==> src/rtl/tlu_pkg.sv <==
// ----------------------------------------------------------------------------
// Tridiagonal LU factor sweep package
// Shared widths, limits, status codes and sequencer states of the block.
// ----------------------------------------------------------------------------
package tlu_pkg;

  localparam int DATA_W        = 48;
  localparam int HALF_W        = 24;
  localparam int PROD_W        = 96;
  localparam int WIDE_W        = 64;
  localparam int QUO_W         = 50;
  localparam int DEF_FRAC_BITS = 24;

  localparam logic signed [DATA_W-1:0] W48_MAX = 48'sh7FFF_FFFF_FFFF;
  localparam logic signed [DATA_W-1:0] W48_MIN = 48'sh8000_0000_0000;

  localparam logic [WIDE_W-1:0] WIDE_CAP     = 64'h4000_0000_0000_0000;
  localparam logic [WIDE_W-1:0] WIDE_NEG_CAP = 64'hC000_0000_0000_0000;

  localparam logic [QUO_W-1:0] QUO_CAP     = 50'h1_0000_0000_0000;
  localparam logic [QUO_W-1:0] QUO_SAT     = 50'h1_0000_0000_0001;
  localparam logic [QUO_W-1:0] QUO_POS_LIM = 50'h0_7FFF_FFFF_FFFF;
  localparam logic [QUO_W-1:0] QUO_NEG_LIM = 50'h0_8000_0000_0000;

  typedef enum logic [1:0] {
    STAT_OK       = 2'd0,
    STAT_SAT      = 2'd1,
    STAT_ZERO_DEN = 2'd2
  } tlu_status_t;

  typedef enum logic [2:0] {
    S_IDLE,
    S_MUL_T,
    S_ELIM,
    S_CHECK,
    S_DIV,
    S_PIVOT,
    S_MUL_C,
    S_DONE
  } tlu_state_t;

endpackage

==> src/rtl/tlu_row_if.sv <==
// ----------------------------------------------------------------------------
// Row request channel
// Carries one tridiagonal matrix row per request with a valid/ready handshake.
// ----------------------------------------------------------------------------
interface tlu_row_if import tlu_pkg::*; ();

  logic                     valid;
  logic                     ready;
  logic                     first_row;
  logic signed [DATA_W-1:0] sub_coef;
  logic signed [DATA_W-1:0] diag_coef;
  logic signed [DATA_W-1:0] super_coef;

  modport source (
    output valid, first_row, sub_coef, diag_coef, super_coef,
    input  ready
  );

  modport sink (
    input  valid, first_row, sub_coef, diag_coef, super_coef,
    output ready
  );

endinterface

==> src/rtl/tlu_res_if.sv <==
// ----------------------------------------------------------------------------
// Factor result channel
// Carries the pivot, modified super-diagonal term and status of one row.
// ----------------------------------------------------------------------------
interface tlu_res_if import tlu_pkg::*; ();

  logic                     valid;
  logic                     ready;
  logic signed [DATA_W-1:0] pivot;
  logic signed [DATA_W-1:0] c_prime;
  logic [1:0]               status;

  modport source (
    output valid, pivot, c_prime, status,
    input  ready
  );

  modport sink (
    input  valid, pivot, c_prime, status,
    output ready
  );

endinterface

==> src/rtl/tlu_mul_unit.sv <==
// ----------------------------------------------------------------------------
// Iterative magnitude multiplier
// Forms a 48 x 48 bit unsigned product from four 24 x 24 bit partial products,
// one per cycle, accumulated in a registered 96-bit sum.
// ----------------------------------------------------------------------------
module tlu_mul_unit import tlu_pkg::*; (
  input  logic              clk,
  input  logic              rst_n,
  input  logic              start,
  input  logic [DATA_W-1:0] a,
  input  logic [DATA_W-1:0] b,
  output logic              done,
  output logic [PROD_W-1:0] prod
);

  localparam logic [2:0] LAST_STEP = 3'd4;

  logic                busy_r;
  logic                done_r;
  logic [2:0]          cnt_r;
  logic [DATA_W-1:0]   a_r;
  logic [DATA_W-1:0]   b_r;
  logic [DATA_W-1:0]   pp_r;
  logic [1:0]          sh_r;
  logic [PROD_W-1:0]   acc_r;

  logic [HALF_W-1:0]   a_half;
  logic [HALF_W-1:0]   b_half;
  logic [DATA_W-1:0]   pp_nxt;
  logic [1:0]          sh_nxt;
  logic [PROD_W-1:0]   acc_nxt;

  assign a_half = cnt_r[1] ? a_r[DATA_W-1:HALF_W] : a_r[HALF_W-1:0];
  assign b_half = cnt_r[0] ? b_r[DATA_W-1:HALF_W] : b_r[HALF_W-1:0];
  assign pp_nxt = a_half * b_half;
  assign sh_nxt = 2'(cnt_r[1]) + 2'(cnt_r[0]);

  always_comb begin
    case (sh_r)
      2'd0:    acc_nxt = acc_r + {{(PROD_W-DATA_W){1'b0}}, pp_r};
      2'd1:    acc_nxt = acc_r + ({{(PROD_W-DATA_W){1'b0}}, pp_r} << HALF_W);
      default: acc_nxt = acc_r + ({{(PROD_W-DATA_W){1'b0}}, pp_r} << DATA_W);
    endcase
  end

  always_ff @(posedge clk) begin
    if (!rst_n) begin
      busy_r <= 1'b0;
      done_r <= 1'b0;
      cnt_r  <= '0;
    end else begin
      done_r <= 1'b0;
      if (start) begin
        busy_r <= 1'b1;
        cnt_r  <= '0;
      end else if (busy_r) begin
        cnt_r <= cnt_r + 3'd1;
        if (cnt_r == LAST_STEP) begin
          busy_r <= 1'b0;
          done_r <= 1'b1;
        end
      end
    end
  end

  always_ff @(posedge clk) begin
    if (start) begin
      a_r   <= a;
      b_r   <= b;
      acc_r <= '0;
    end else if (busy_r) begin
      if (cnt_r != LAST_STEP) begin
        pp_r <= pp_nxt;
        sh_r <= sh_nxt;
      end
      if (cnt_r != 3'd0) begin
        acc_r <= acc_nxt;
      end
    end
  end

  assign done = done_r;
  assign prod = acc_r;

endmodule

==> src/rtl/tlu_div_unit.sv <==
// ----------------------------------------------------------------------------
// Restoring reciprocal divider
// Computes floor(2^(2*FRAC_BITS) / d) one quotient bit per cycle. Once the
// quotient passes 2^48 it is held just above that limit.
// ----------------------------------------------------------------------------
module tlu_div_unit import tlu_pkg::*; #(
  parameter int FRAC_BITS = DEF_FRAC_BITS
) (
  input  logic              clk,
  input  logic              rst_n,
  input  logic              start,
  input  logic [WIDE_W-1:0] d,
  output logic              done,
  output logic [QUO_W-1:0]  quo
);

  localparam int                CNT_W   = $clog2(2 * FRAC_BITS + 1);
  localparam logic [CNT_W-1:0]  TOP_BIT = CNT_W'(2 * FRAC_BITS);

  logic                busy_r;
  logic                done_r;
  logic [CNT_W-1:0]    cnt_r;
  logic [WIDE_W-1:0]   d_r;
  logic [WIDE_W-1:0]   rem_r;
  logic [QUO_W-1:0]    q_r;

  logic [WIDE_W-1:0]   rem_sh;
  logic                ge;
  logic [WIDE_W-1:0]   rem_nxt;
  logic [QUO_W-1:0]    q_sh;
  logic [QUO_W-1:0]    q_nxt;

  always_comb begin
    rem_sh  = {rem_r[WIDE_W-2:0], (cnt_r == TOP_BIT)};
    ge      = (rem_sh >= d_r);
    rem_nxt = ge ? (rem_sh - d_r) : rem_sh;
    q_sh    = {q_r[QUO_W-2:0], ge};
    q_nxt   = (q_sh > QUO_CAP) ? QUO_SAT : q_sh;
  end

  always_ff @(posedge clk) begin
    if (!rst_n) begin
      busy_r <= 1'b0;
      done_r <= 1'b0;
      cnt_r  <= '0;
    end else begin
      done_r <= 1'b0;
      if (start) begin
        busy_r <= 1'b1;
        cnt_r  <= TOP_BIT;
      end else if (busy_r) begin
        if (cnt_r == '0) begin
          busy_r <= 1'b0;
          done_r <= 1'b1;
        end else begin
          cnt_r <= cnt_r - CNT_W'(1);
        end
      end
    end
  end

  always_ff @(posedge clk) begin
    if (start) begin
      d_r   <= d;
      rem_r <= '0;
      q_r   <= '0;
    end else if (busy_r) begin
      rem_r <= rem_nxt;
      q_r   <= q_nxt;
    end
  end

  assign done = done_r;
  assign quo  = q_r;

endmodule

==> src/rtl/tridiagonal_lu_factor_sweep.sv <==
// ----------------------------------------------------------------------------
// Tridiagonal LU factor sweep
// Forward factorization of the Thomas algorithm in signed fixed point.
// ----------------------------------------------------------------------------
// The row channel in_ch takes one matrix row per request: first_row, sub_coef,
// diag_coef and super_coef. The result channel out_ch returns one request per
// row with pivot = 1 / (diag - sub * prev_c_prime), c_prime = super * pivot
// and a status code (ok, saturated, zero denominator).
// One row is worked on at a time and in_ch.ready is high only while the
// sequencer is idle, so a new row is not accepted until the result of the
// last one has left S_DONE. A row passes the four-step partial-product
// multiplier for the elimination term, the one-bit-per-cycle reciprocal
// divider, and the multiplier again for c_prime. A first row skips the
// elimination multiply; a zero denominator skips the divider and the second
// multiply.
// A finished result sits in the output register while the next row is
// accepted; if the receiver stalls, the sequencer holds the following result
// until the output register is free.
// Synchronous reset clears the stored c_prime to zero and empties the output.
// ----------------------------------------------------------------------------
module tridiagonal_lu_factor_sweep import tlu_pkg::*; #(
  parameter int FRAC_BITS = DEF_FRAC_BITS
) (
  input  logic     clk,
  input  logic     rst_n,
  tlu_row_if.sink  in_ch,
  tlu_res_if.source out_ch
);

  localparam logic [PROD_W-1:0]      FRAC_MASK = (PROD_W'(1) << FRAC_BITS) - PROD_W'(1);
  localparam logic signed [WIDE_W:0] NEG_CAP65 = -$signed({1'b0, WIDE_CAP});
  localparam logic signed [WIDE_W:0] MAX65     = (WIDE_W+1)'(W48_MAX);
  localparam logic signed [WIDE_W:0] MIN65     = (WIDE_W+1)'(W48_MIN);

  tlu_state_t               state_r, state_nxt;
  logic signed [DATA_W-1:0] diag_r, diag_nxt;
  logic signed [DATA_W-1:0] sup_r, sup_nxt;
  logic                     neg_r, neg_nxt;
  logic signed [WIDE_W-1:0] t_r, t_nxt;
  logic signed [WIDE_W-1:0] den_r, den_nxt;
  logic signed [DATA_W-1:0] pivot_r, pivot_nxt;
  logic                     sat_r, sat_nxt;
  logic signed [DATA_W-1:0] cp_r, cp_nxt;
  tlu_status_t              status_r, status_nxt;
  logic signed [DATA_W-1:0] prev_r, prev_nxt;
  logic                     out_valid_r, out_valid_nxt;
  logic signed [DATA_W-1:0] out_pivot_r, out_pivot_nxt;
  logic signed [DATA_W-1:0] out_cp_r, out_cp_nxt;
  tlu_status_t              out_status_r, out_status_nxt;

  logic                     mul_start;
  logic [DATA_W-1:0]        mul_a;
  logic [DATA_W-1:0]        mul_b;
  logic                     mul_done;
  logic [PROD_W-1:0]        mul_prod;
  logic                     div_start;
  logic                     div_done;
  logic [QUO_W-1:0]         div_quo;
  logic [WIDE_W-1:0]        den_mag;
  logic signed [WIDE_W:0]   r_round;

  function automatic logic [DATA_W-1:0] mag48(input logic signed [DATA_W-1:0] v);
    return v[DATA_W-1] ? (DATA_W'(0) - $unsigned(v)) : $unsigned(v);
  endfunction

  // Floor of the product divided by 2^FRAC_BITS, with the sign applied and
  // the magnitude capped at 2^62.
  function automatic logic signed [WIDE_W:0] round_q(input logic [PROD_W-1:0] prod,
                                                     input logic neg);
    logic [PROD_W-1:0] q;
    logic              frac;
    logic [WIDE_W:0]   r;
    q    = prod >> FRAC_BITS;
    frac = |(prod & FRAC_MASK);
    if (q > PROD_W'(WIDE_CAP)) begin
      r = neg ? ((WIDE_W+1)'(0) - {1'b0, WIDE_CAP}) : {1'b0, WIDE_CAP};
    end else if (neg) begin
      r = (WIDE_W+1)'(0) - {1'b0, q[WIDE_W-1:0]} - (WIDE_W+1)'(frac);
    end else begin
      r = {1'b0, q[WIDE_W-1:0]};
    end
    return $signed(r);
  endfunction

  assign den_mag = den_r[WIDE_W-1] ? (WIDE_W'(0) - $unsigned(den_r)) : $unsigned(den_r);
  assign r_round = round_q(mul_prod, neg_r);

  tlu_mul_unit u_mul (
    .clk   (clk),
    .rst_n (rst_n),
    .start (mul_start),
    .a     (mul_a),
    .b     (mul_b),
    .done  (mul_done),
    .prod  (mul_prod)
  );

  tlu_div_unit #(
    .FRAC_BITS (FRAC_BITS)
  ) u_div (
    .clk   (clk),
    .rst_n (rst_n),
    .start (div_start),
    .d     (den_mag),
    .done  (div_done),
    .quo   (div_quo)
  );

  always_ff @(posedge clk) begin
    if (!rst_n) begin
      state_r     <= S_IDLE;
      prev_r      <= '0;
      out_valid_r <= 1'b0;
    end else begin
      state_r     <= state_nxt;
      prev_r      <= prev_nxt;
      out_valid_r <= out_valid_nxt;
    end
  end

  always_ff @(posedge clk) begin
    diag_r       <= diag_nxt;
    sup_r        <= sup_nxt;
    neg_r        <= neg_nxt;
    t_r          <= t_nxt;
    den_r        <= den_nxt;
    pivot_r      <= pivot_nxt;
    sat_r        <= sat_nxt;
    cp_r         <= cp_nxt;
    status_r     <= status_nxt;
    out_pivot_r  <= out_pivot_nxt;
    out_cp_r     <= out_cp_nxt;
    out_status_r <= out_status_nxt;
  end

  always_comb begin
    state_nxt      = state_r;
    diag_nxt       = diag_r;
    sup_nxt        = sup_r;
    neg_nxt        = neg_r;
    t_nxt          = t_r;
    den_nxt        = den_r;
    pivot_nxt      = pivot_r;
    sat_nxt        = sat_r;
    cp_nxt         = cp_r;
    status_nxt     = status_r;
    prev_nxt       = prev_r;
    out_valid_nxt  = out_valid_r;
    out_pivot_nxt  = out_pivot_r;
    out_cp_nxt     = out_cp_r;
    out_status_nxt = out_status_r;
    mul_start      = 1'b0;
    mul_a          = '0;
    mul_b          = '0;
    div_start      = 1'b0;

    if (out_valid_r && out_ch.ready) begin
      out_valid_nxt = 1'b0;
    end

    case (state_r)
      S_IDLE: begin
        if (in_ch.valid) begin
          diag_nxt = in_ch.diag_coef;
          sup_nxt  = in_ch.super_coef;
          if (in_ch.first_row) begin
            t_nxt     = '0;
            state_nxt = S_ELIM;
          end else begin
            mul_start = 1'b1;
            mul_a     = mag48(in_ch.sub_coef);
            mul_b     = mag48(prev_r);
            neg_nxt   = in_ch.sub_coef[DATA_W-1] ^ prev_r[DATA_W-1];
            state_nxt = S_MUL_T;
          end
        end
      end
      S_MUL_T: begin
        if (mul_done) begin
          t_nxt     = (r_round < NEG_CAP65) ? $signed(WIDE_NEG_CAP) : r_round[WIDE_W-1:0];
          state_nxt = S_ELIM;
        end
      end
      S_ELIM: begin
        den_nxt   = WIDE_W'(diag_r) - t_r;
        state_nxt = S_CHECK;
      end
      S_CHECK: begin
        if (den_r == '0) begin
          pivot_nxt  = W48_MAX;
          cp_nxt     = '0;
          status_nxt = STAT_ZERO_DEN;
          state_nxt  = S_DONE;
        end else begin
          div_start = 1'b1;
          state_nxt = S_DIV;
        end
      end
      S_DIV: begin
        if (div_done) begin
          sat_nxt = 1'b0;
          if (!den_r[WIDE_W-1]) begin
            if (div_quo > QUO_POS_LIM) begin
              pivot_nxt = W48_MAX;
              sat_nxt   = 1'b1;
            end else begin
              pivot_nxt = $signed(div_quo[DATA_W-1:0]);
            end
          end else begin
            if (div_quo > QUO_NEG_LIM) begin
              pivot_nxt = W48_MIN;
              sat_nxt   = 1'b1;
            end else begin
              pivot_nxt = $signed(DATA_W'(0) - div_quo[DATA_W-1:0]);
            end
          end
          state_nxt = S_PIVOT;
        end
      end
      S_PIVOT: begin
        mul_start = 1'b1;
        mul_a     = mag48(sup_r);
        mul_b     = mag48(pivot_r);
        neg_nxt   = sup_r[DATA_W-1] ^ pivot_r[DATA_W-1];
        state_nxt = S_MUL_C;
      end
      S_MUL_C: begin
        if (mul_done) begin
          if (r_round > MAX65) begin
            cp_nxt     = W48_MAX;
            status_nxt = STAT_SAT;
          end else if (r_round < MIN65) begin
            cp_nxt     = W48_MIN;
            status_nxt = STAT_SAT;
          end else begin
            cp_nxt     = r_round[DATA_W-1:0];
            status_nxt = sat_r ? STAT_SAT : STAT_OK;
          end
          state_nxt = S_DONE;
        end
      end
      S_DONE: begin
        if (!out_valid_r || out_ch.ready) begin
          out_valid_nxt  = 1'b1;
          out_pivot_nxt  = pivot_r;
          out_cp_nxt     = cp_r;
          out_status_nxt = status_r;
          prev_nxt       = cp_r;
          state_nxt      = S_IDLE;
        end
      end
      default: begin
        state_nxt = S_IDLE;
      end
    endcase
  end

  assign in_ch.ready    = (state_r == S_IDLE);
  assign out_ch.valid   = out_valid_r;
  assign out_ch.pivot   = out_pivot_r;
  assign out_ch.c_prime = out_cp_r;
  assign out_ch.status  = out_status_r;

endmodule

==> src/flat_wrapper.sv <==
// flat-port wrapper written by rule: the top's interface ports become plain ports
module tridiagonal_lu_factor_sweep_flat import tlu_pkg::*;
#(
  parameter int FRAC_BITS = DEF_FRAC_BITS
)
  (clk, rst_n, in_ch_valid, in_ch_first_row, in_ch_sub_coef, in_ch_diag_coef, in_ch_super_coef, in_ch_ready, out_ch_valid, out_ch_pivot, out_ch_c_prime, out_ch_status, out_ch_ready);
  tlu_row_if in_ch_i ();
  tlu_res_if out_ch_i ();
  input  logic clk;
  input  logic rst_n;
  input wire logic [$bits(in_ch_i.valid)-1:0] in_ch_valid;
  input wire logic [$bits(in_ch_i.first_row)-1:0] in_ch_first_row;
  input wire logic [$bits(in_ch_i.sub_coef)-1:0] in_ch_sub_coef;
  input wire logic [$bits(in_ch_i.diag_coef)-1:0] in_ch_diag_coef;
  input wire logic [$bits(in_ch_i.super_coef)-1:0] in_ch_super_coef;
  output wire logic [$bits(in_ch_i.ready)-1:0] in_ch_ready;
  output wire logic [$bits(out_ch_i.valid)-1:0] out_ch_valid;
  output wire logic [$bits(out_ch_i.pivot)-1:0] out_ch_pivot;
  output wire logic [$bits(out_ch_i.c_prime)-1:0] out_ch_c_prime;
  output wire logic [$bits(out_ch_i.status)-1:0] out_ch_status;
  input wire logic [$bits(out_ch_i.ready)-1:0] out_ch_ready;
  assign in_ch_i.valid = in_ch_valid;
  assign in_ch_i.first_row = in_ch_first_row;
  assign in_ch_i.sub_coef = in_ch_sub_coef;
  assign in_ch_i.diag_coef = in_ch_diag_coef;
  assign in_ch_i.super_coef = in_ch_super_coef;
  assign in_ch_ready = in_ch_i.ready;
  assign out_ch_valid = out_ch_i.valid;
  assign out_ch_pivot = out_ch_i.pivot;
  assign out_ch_c_prime = out_ch_i.c_prime;
  assign out_ch_status = out_ch_i.status;
  assign out_ch_i.ready = out_ch_ready;
  tridiagonal_lu_factor_sweep #(.FRAC_BITS(FRAC_BITS)) u_core (.clk(clk), .rst_n(rst_n), .in_ch(in_ch_i), .out_ch(out_ch_i));
endmodule
==> config.mk <==
export PLATFORM = sky130hd
export DESIGN_NAME = tridiagonal_lu_factor_sweep_flat
export DESIGN_NICKNAME = d
export VERILOG_FILES = /design/src/rtl/tlu_pkg.sv /design/src/rtl/tlu_row_if.sv /design/src/rtl/tlu_res_if.sv /design/src/rtl/tlu_mul_unit.sv /design/src/rtl/tlu_div_unit.sv /design/src/rtl/tridiagonal_lu_factor_sweep.sv /design/src/flat_wrapper.sv
export SDC_FILE = /design/constraint.sdc
export NUM_CORES = 2
export LEC_CHECK = 0
export ABC_AREA = 1
export BUFFER_PORTS_ARGS = -buffer_cell sky130_fd_sc_hd__buf_4
export CAP_MARGIN = 0
export CORE_ASPECT_RATIO = 1.2
export CORE_MARGIN = 5
export CORE_UTILIZATION = 35
export DETAILED_ROUTE_END_ITERATION = 16
export PLACE_DENSITY = 0.53
export SETUP_SLACK_MARGIN = 0.02
export SYNTH_ARGS = -nofsm -noshare
export SYNTH_HDL_FRONTEND = slang
export SYNTH_SLANG_ARGS = --single-unit
==> constraint.sdc <==
create_clock -name clk -period 9.41 [get_ports clk]
set_input_delay 1.4115 -clock clk [delete_from_list [all_inputs] [get_ports clk]]
set_output_delay 1.4115 -clock clk [all_outputs]
set_load 0.01 [all_outputs]
==> summary.txt <==
Logic synthesis
  – Mapped Area: between 80000 and 90000 µm²
  – Yosys Warn Count: 0
  – Ys async rst share: 0
  – Post-synth top cells: nand2_1 (2067), inv_1 (2061), nor2_1 (1478), a21oi_1 (1093), o21ai_0 (743)
  – Cells after Synth: between 10000 and 15000
  – Syn_area_per_cell: 7.341 µm²
  – Synth top area share: 0.2204
  – Post-synth top area cell: edfxtp_1
  – Synth top area cells: edfxtp_1 (22%), fa_1 (11%), nand2_1 (9.0%)
  – EDFF count, synth: roughly 630
  – Seq/Total Area, Yosys: 0.2842
  – Synth Register Bits: between 900 and 1000
  – Most common cell in the netlist: nand2_1
  – Yosys cell types: roughly 70
  – Top_reg_cell synth: edfxtp_1
  – Net Count, Synth: between 10000 and 15000

Timing
  – Slew headroom: 0.1358
  – Final Skew: between 0.09 and 0.1 ns
  – Max Slew Vio Count: 0
  – Setup violators final: 0
  – Pin slew with the least headroom to its limit: 1.288 ns
  – Total negative slack: 0 ns
  – Fmax: ~120 MHz
  – Tcrit/Tclk final: 0.9143
  – Post-layout min period: about 8.6 ns
  – RSZ-0062 raised after global routing: false
  – Final Hold Vio Count: 0

Place
  – PortBufs: 248
  – HPWL Detailed: approximately 310000 µm
  – Routability congestion estimate: 1.019

Route
  – Vias post-DR: just over 80000
  – Drt first-iter violations: about 7800
  – Vias per inst: around 5.4
  – Mean routed wirelength per cell: ~24 µm
  – Routed WL: around 370000 µm
  – DRC Markers: 0
  – Antenna-violating nets left: 0
  – Initial DRT Pass Iterations: 8

Clock tree
  – Num CTS Buffers: 106
  – CTS tree: done
  – H-tree depth: 3
  – Clk sinks: 906
  – Root Buffer: clkbuf_16
  – Worst skew pair latency: around 0.8 ns
  – CTS Buffer Depth: 3
  – Post-cts sizing count: 0
  – CTS clk-pin slew, worst paths: around 0.07 ns
  – Post-CTS Setup Bufs: 0
  – Cts hold-fix bufs: 0

GRT
  – Global route hottest layer: met2
  – Grt ovf: 0
  – Largest net degree at the start of global routing: 92
  – Total GRT Usage: 0.2813
  – GRT met1 Usage: 0.3654
  – GR Layer Usage met3: 0.03389
  – Initial antenna violation count: 11
  – Vias in the first global route: around 80000
  – M2 GR Usage: 0.4578
  – First-pass GRT wire length: 540300 µm

Setup path
  – Crit end category: flop
  – Setup CP Type: reg -> reg
  – Max incr delay on CP: between 0.5 and 0.6 ns
  – CP Data Arrival Time: ~9.1 ns
  – CP Max Fanout: 24
  – CP most frequent cell: inv_1
  – Worst path slowest cell: inv_1
  – WP data required: a little under 10 ns
  – Worst Setup Start Kind: flop

Die
  – # IOs: about 250
  – Std-Cell Core Area: 245000 µm²
  – Die Span Y: 553.3 µm
  – Die area: ~260000 µm²
  – Die Width: between 400 and 500 µm
  – Starting Density: 0.3514
  – # rows: ~200

Final layout
  – FILL cells: around 26000
  – Share of layout cells above drive strength 1: 0.06492
  – Area grow syn2layout: 11.17%
  – Layout net count: 13130
  – Final Util: 0.3906

Worst hold path
  – Worst Hold Class: reg -> reg

Outcome
  – Outcome: finished clean

Job
  – Max Cap Viol: 0
==> metal layers <==
layer / wire length [µm] / part of all wire / up-vias
li1: - / - / 38690
met1: 156600 / 0.42 / 39240
met2: 169600 / 0.46 / 3055
met3: 21770 / 0.058 / 703
met4: 24480 / 0.066 / 8
met5: 42 / 0.00011 / -
==> cell type report <==
cell class | count | area, µm² | share of cell area
Multi-Input combinational cell | 8406 | 52600 | 0.5495
Sequential cell | 906 | 24470 | 0.2556
Inverter | 2095 | 7876 | 0.08229
Tap cell | 3216 | 4024 | 0.04204
Timing Repair Buffer | 393 | 2950 | 0.03083
Clock buffer | 127 | 2878 | 0.03007
Clock inverter | 73 | 913.4 | 0.009543
Antenna cell | 2 | 5.005 | 0.00005229
==> cells by family (layout without fill, tap and decap cells) <==
group           after synthesis  in the layout  synth area share
compound gates             2405           2405            0.1537
xor+xnor                    313            313           0.03184
fa+ha+maj                  1076           1076            0.1988
buf+inv                    2416           2688            0.1066
flops                       906            906            0.2842
mux                           2              2         0.0002325
other cells                   0              2                 0
simple gates               4610           4610            0.2245
==> final timing paths <==
| kind | start | end | slack, ns | cells past startpoint |
|---|---|---|---|---|
| worst max-delay path | u_core.u_mul.cnt_r[0]$_SDFFE_PP0P_ | u_core.u_mul.pp_r[45]$_DFFE_PP_ | 0.81 | 31 |
| worst max register to register | u_core.u_mul.cnt_r[0]$_SDFFE_PP0P_ | u_core.u_mul.pp_r[45]$_DFFE_PP_ | 0.81 | 31 |
| worst min-delay path | u_core.status_r[1]$_SDFFCE_PN1P_ | u_core.out_ch.status[1]$_DFFE_PP_ | 0.43 | 0 |
| worst min register to register | u_core.status_r[1]$_SDFFCE_PN1P_ | u_core.out_ch.status[1]$_DFFE_PP_ | 0.43 | 0 |
==> cells in the final DEF, fill, tap and decap left out, drive strengths merged, types with 10 or more instances in the layout <==
| cell | synthesis | layout |
|---|---|---|
| clkbuf | 263 | 127 |
| a21boi | 28 | 28 |
| and3 | 11 | 11 |
| a21oi | 1094 | 1094 |
| a221oi | 10 | 10 |
| o21bai | 46 | 46 |
| o22ai | 31 | 31 |
| o21a | 47 | 47 |
| clkinv | 25 | 63 |
| xor2 | 165 | 165 |
| bufinv | 0 | 13 |
| o32ai | 10 | 10 |
| fa | 487 | 487 |
| a31oi | 152 | 152 |
| nand2 | 2073 | 2073 |
| ha | 589 | 589 |
| o31ai | 16 | 16 |
| nor4 | 85 | 85 |
| o221ai | 21 | 21 |
| and2 | 10 | 10 |
| a41oi | 16 | 16 |
| edfxtp | 632 | 632 |
| nand3 | 536 | 536 |
| o211ai | 67 | 67 |
| nand3b | 12 | 12 |
| xnor2 | 148 | 148 |
| nand4 | 115 | 115 |
| nor3 | 164 | 164 |
| inv | 2070 | 2085 |
| a21o | 29 | 29 |
| or2 | 91 | 91 |
| o21ai | 807 | 807 |
| nor2 | 1499 | 1499 |
| dfxtp | 274 | 274 |
| buf | 58 | 393 |
==> sequential cells by signal, indices dropped and copies added, names as in the netlist, 50 cells and up <==
| name | flops |
|---|---|
| u_core.u_div.d_r | 64 |
| u_core.u_div.rem_r | 63 |
| u_core.u_div.quo | 50 |
| u_core.u_mul.prod | 96 |
| u_core.t_r | 64 |
| u_core.den_r | 64 |
==> stage by stage <==
step | cell area, µm² | hold slack [ns] | worst slack [ns] | instances
6_report | 95710 | 0.4263 | 0.8061 | 15220
5_1_grt | 95710 | 0.4543 | 0.3341 | 15220
4_1_cts | 95700 | 0.4307 | 0.8507 | 15220
3_5_place_dp | 91910 | 0.4137 | 0.8156 | 15020
3_3_place_gp | 91910 | 0.4059 | 0.8957 | 15020
2_1_floorplan | 86090 | 0.4003 | 1.306 | 11730
==> critical path, delay by kind of cell (launching register included) <==
family	cells	cell delay, ns
adder cells (fa/ha/maj)	8	3.96
buffers and inverters	10	1.48
AND/OR/NAND/NOR	4	0.57
AO/OA/AOI/OAI	9	2.07
flip-flops	1	0.31
Power is left out: the tool's default activity adds up to more than one toggle a clock period on the data nets, which glitch-free logic cannot reach.
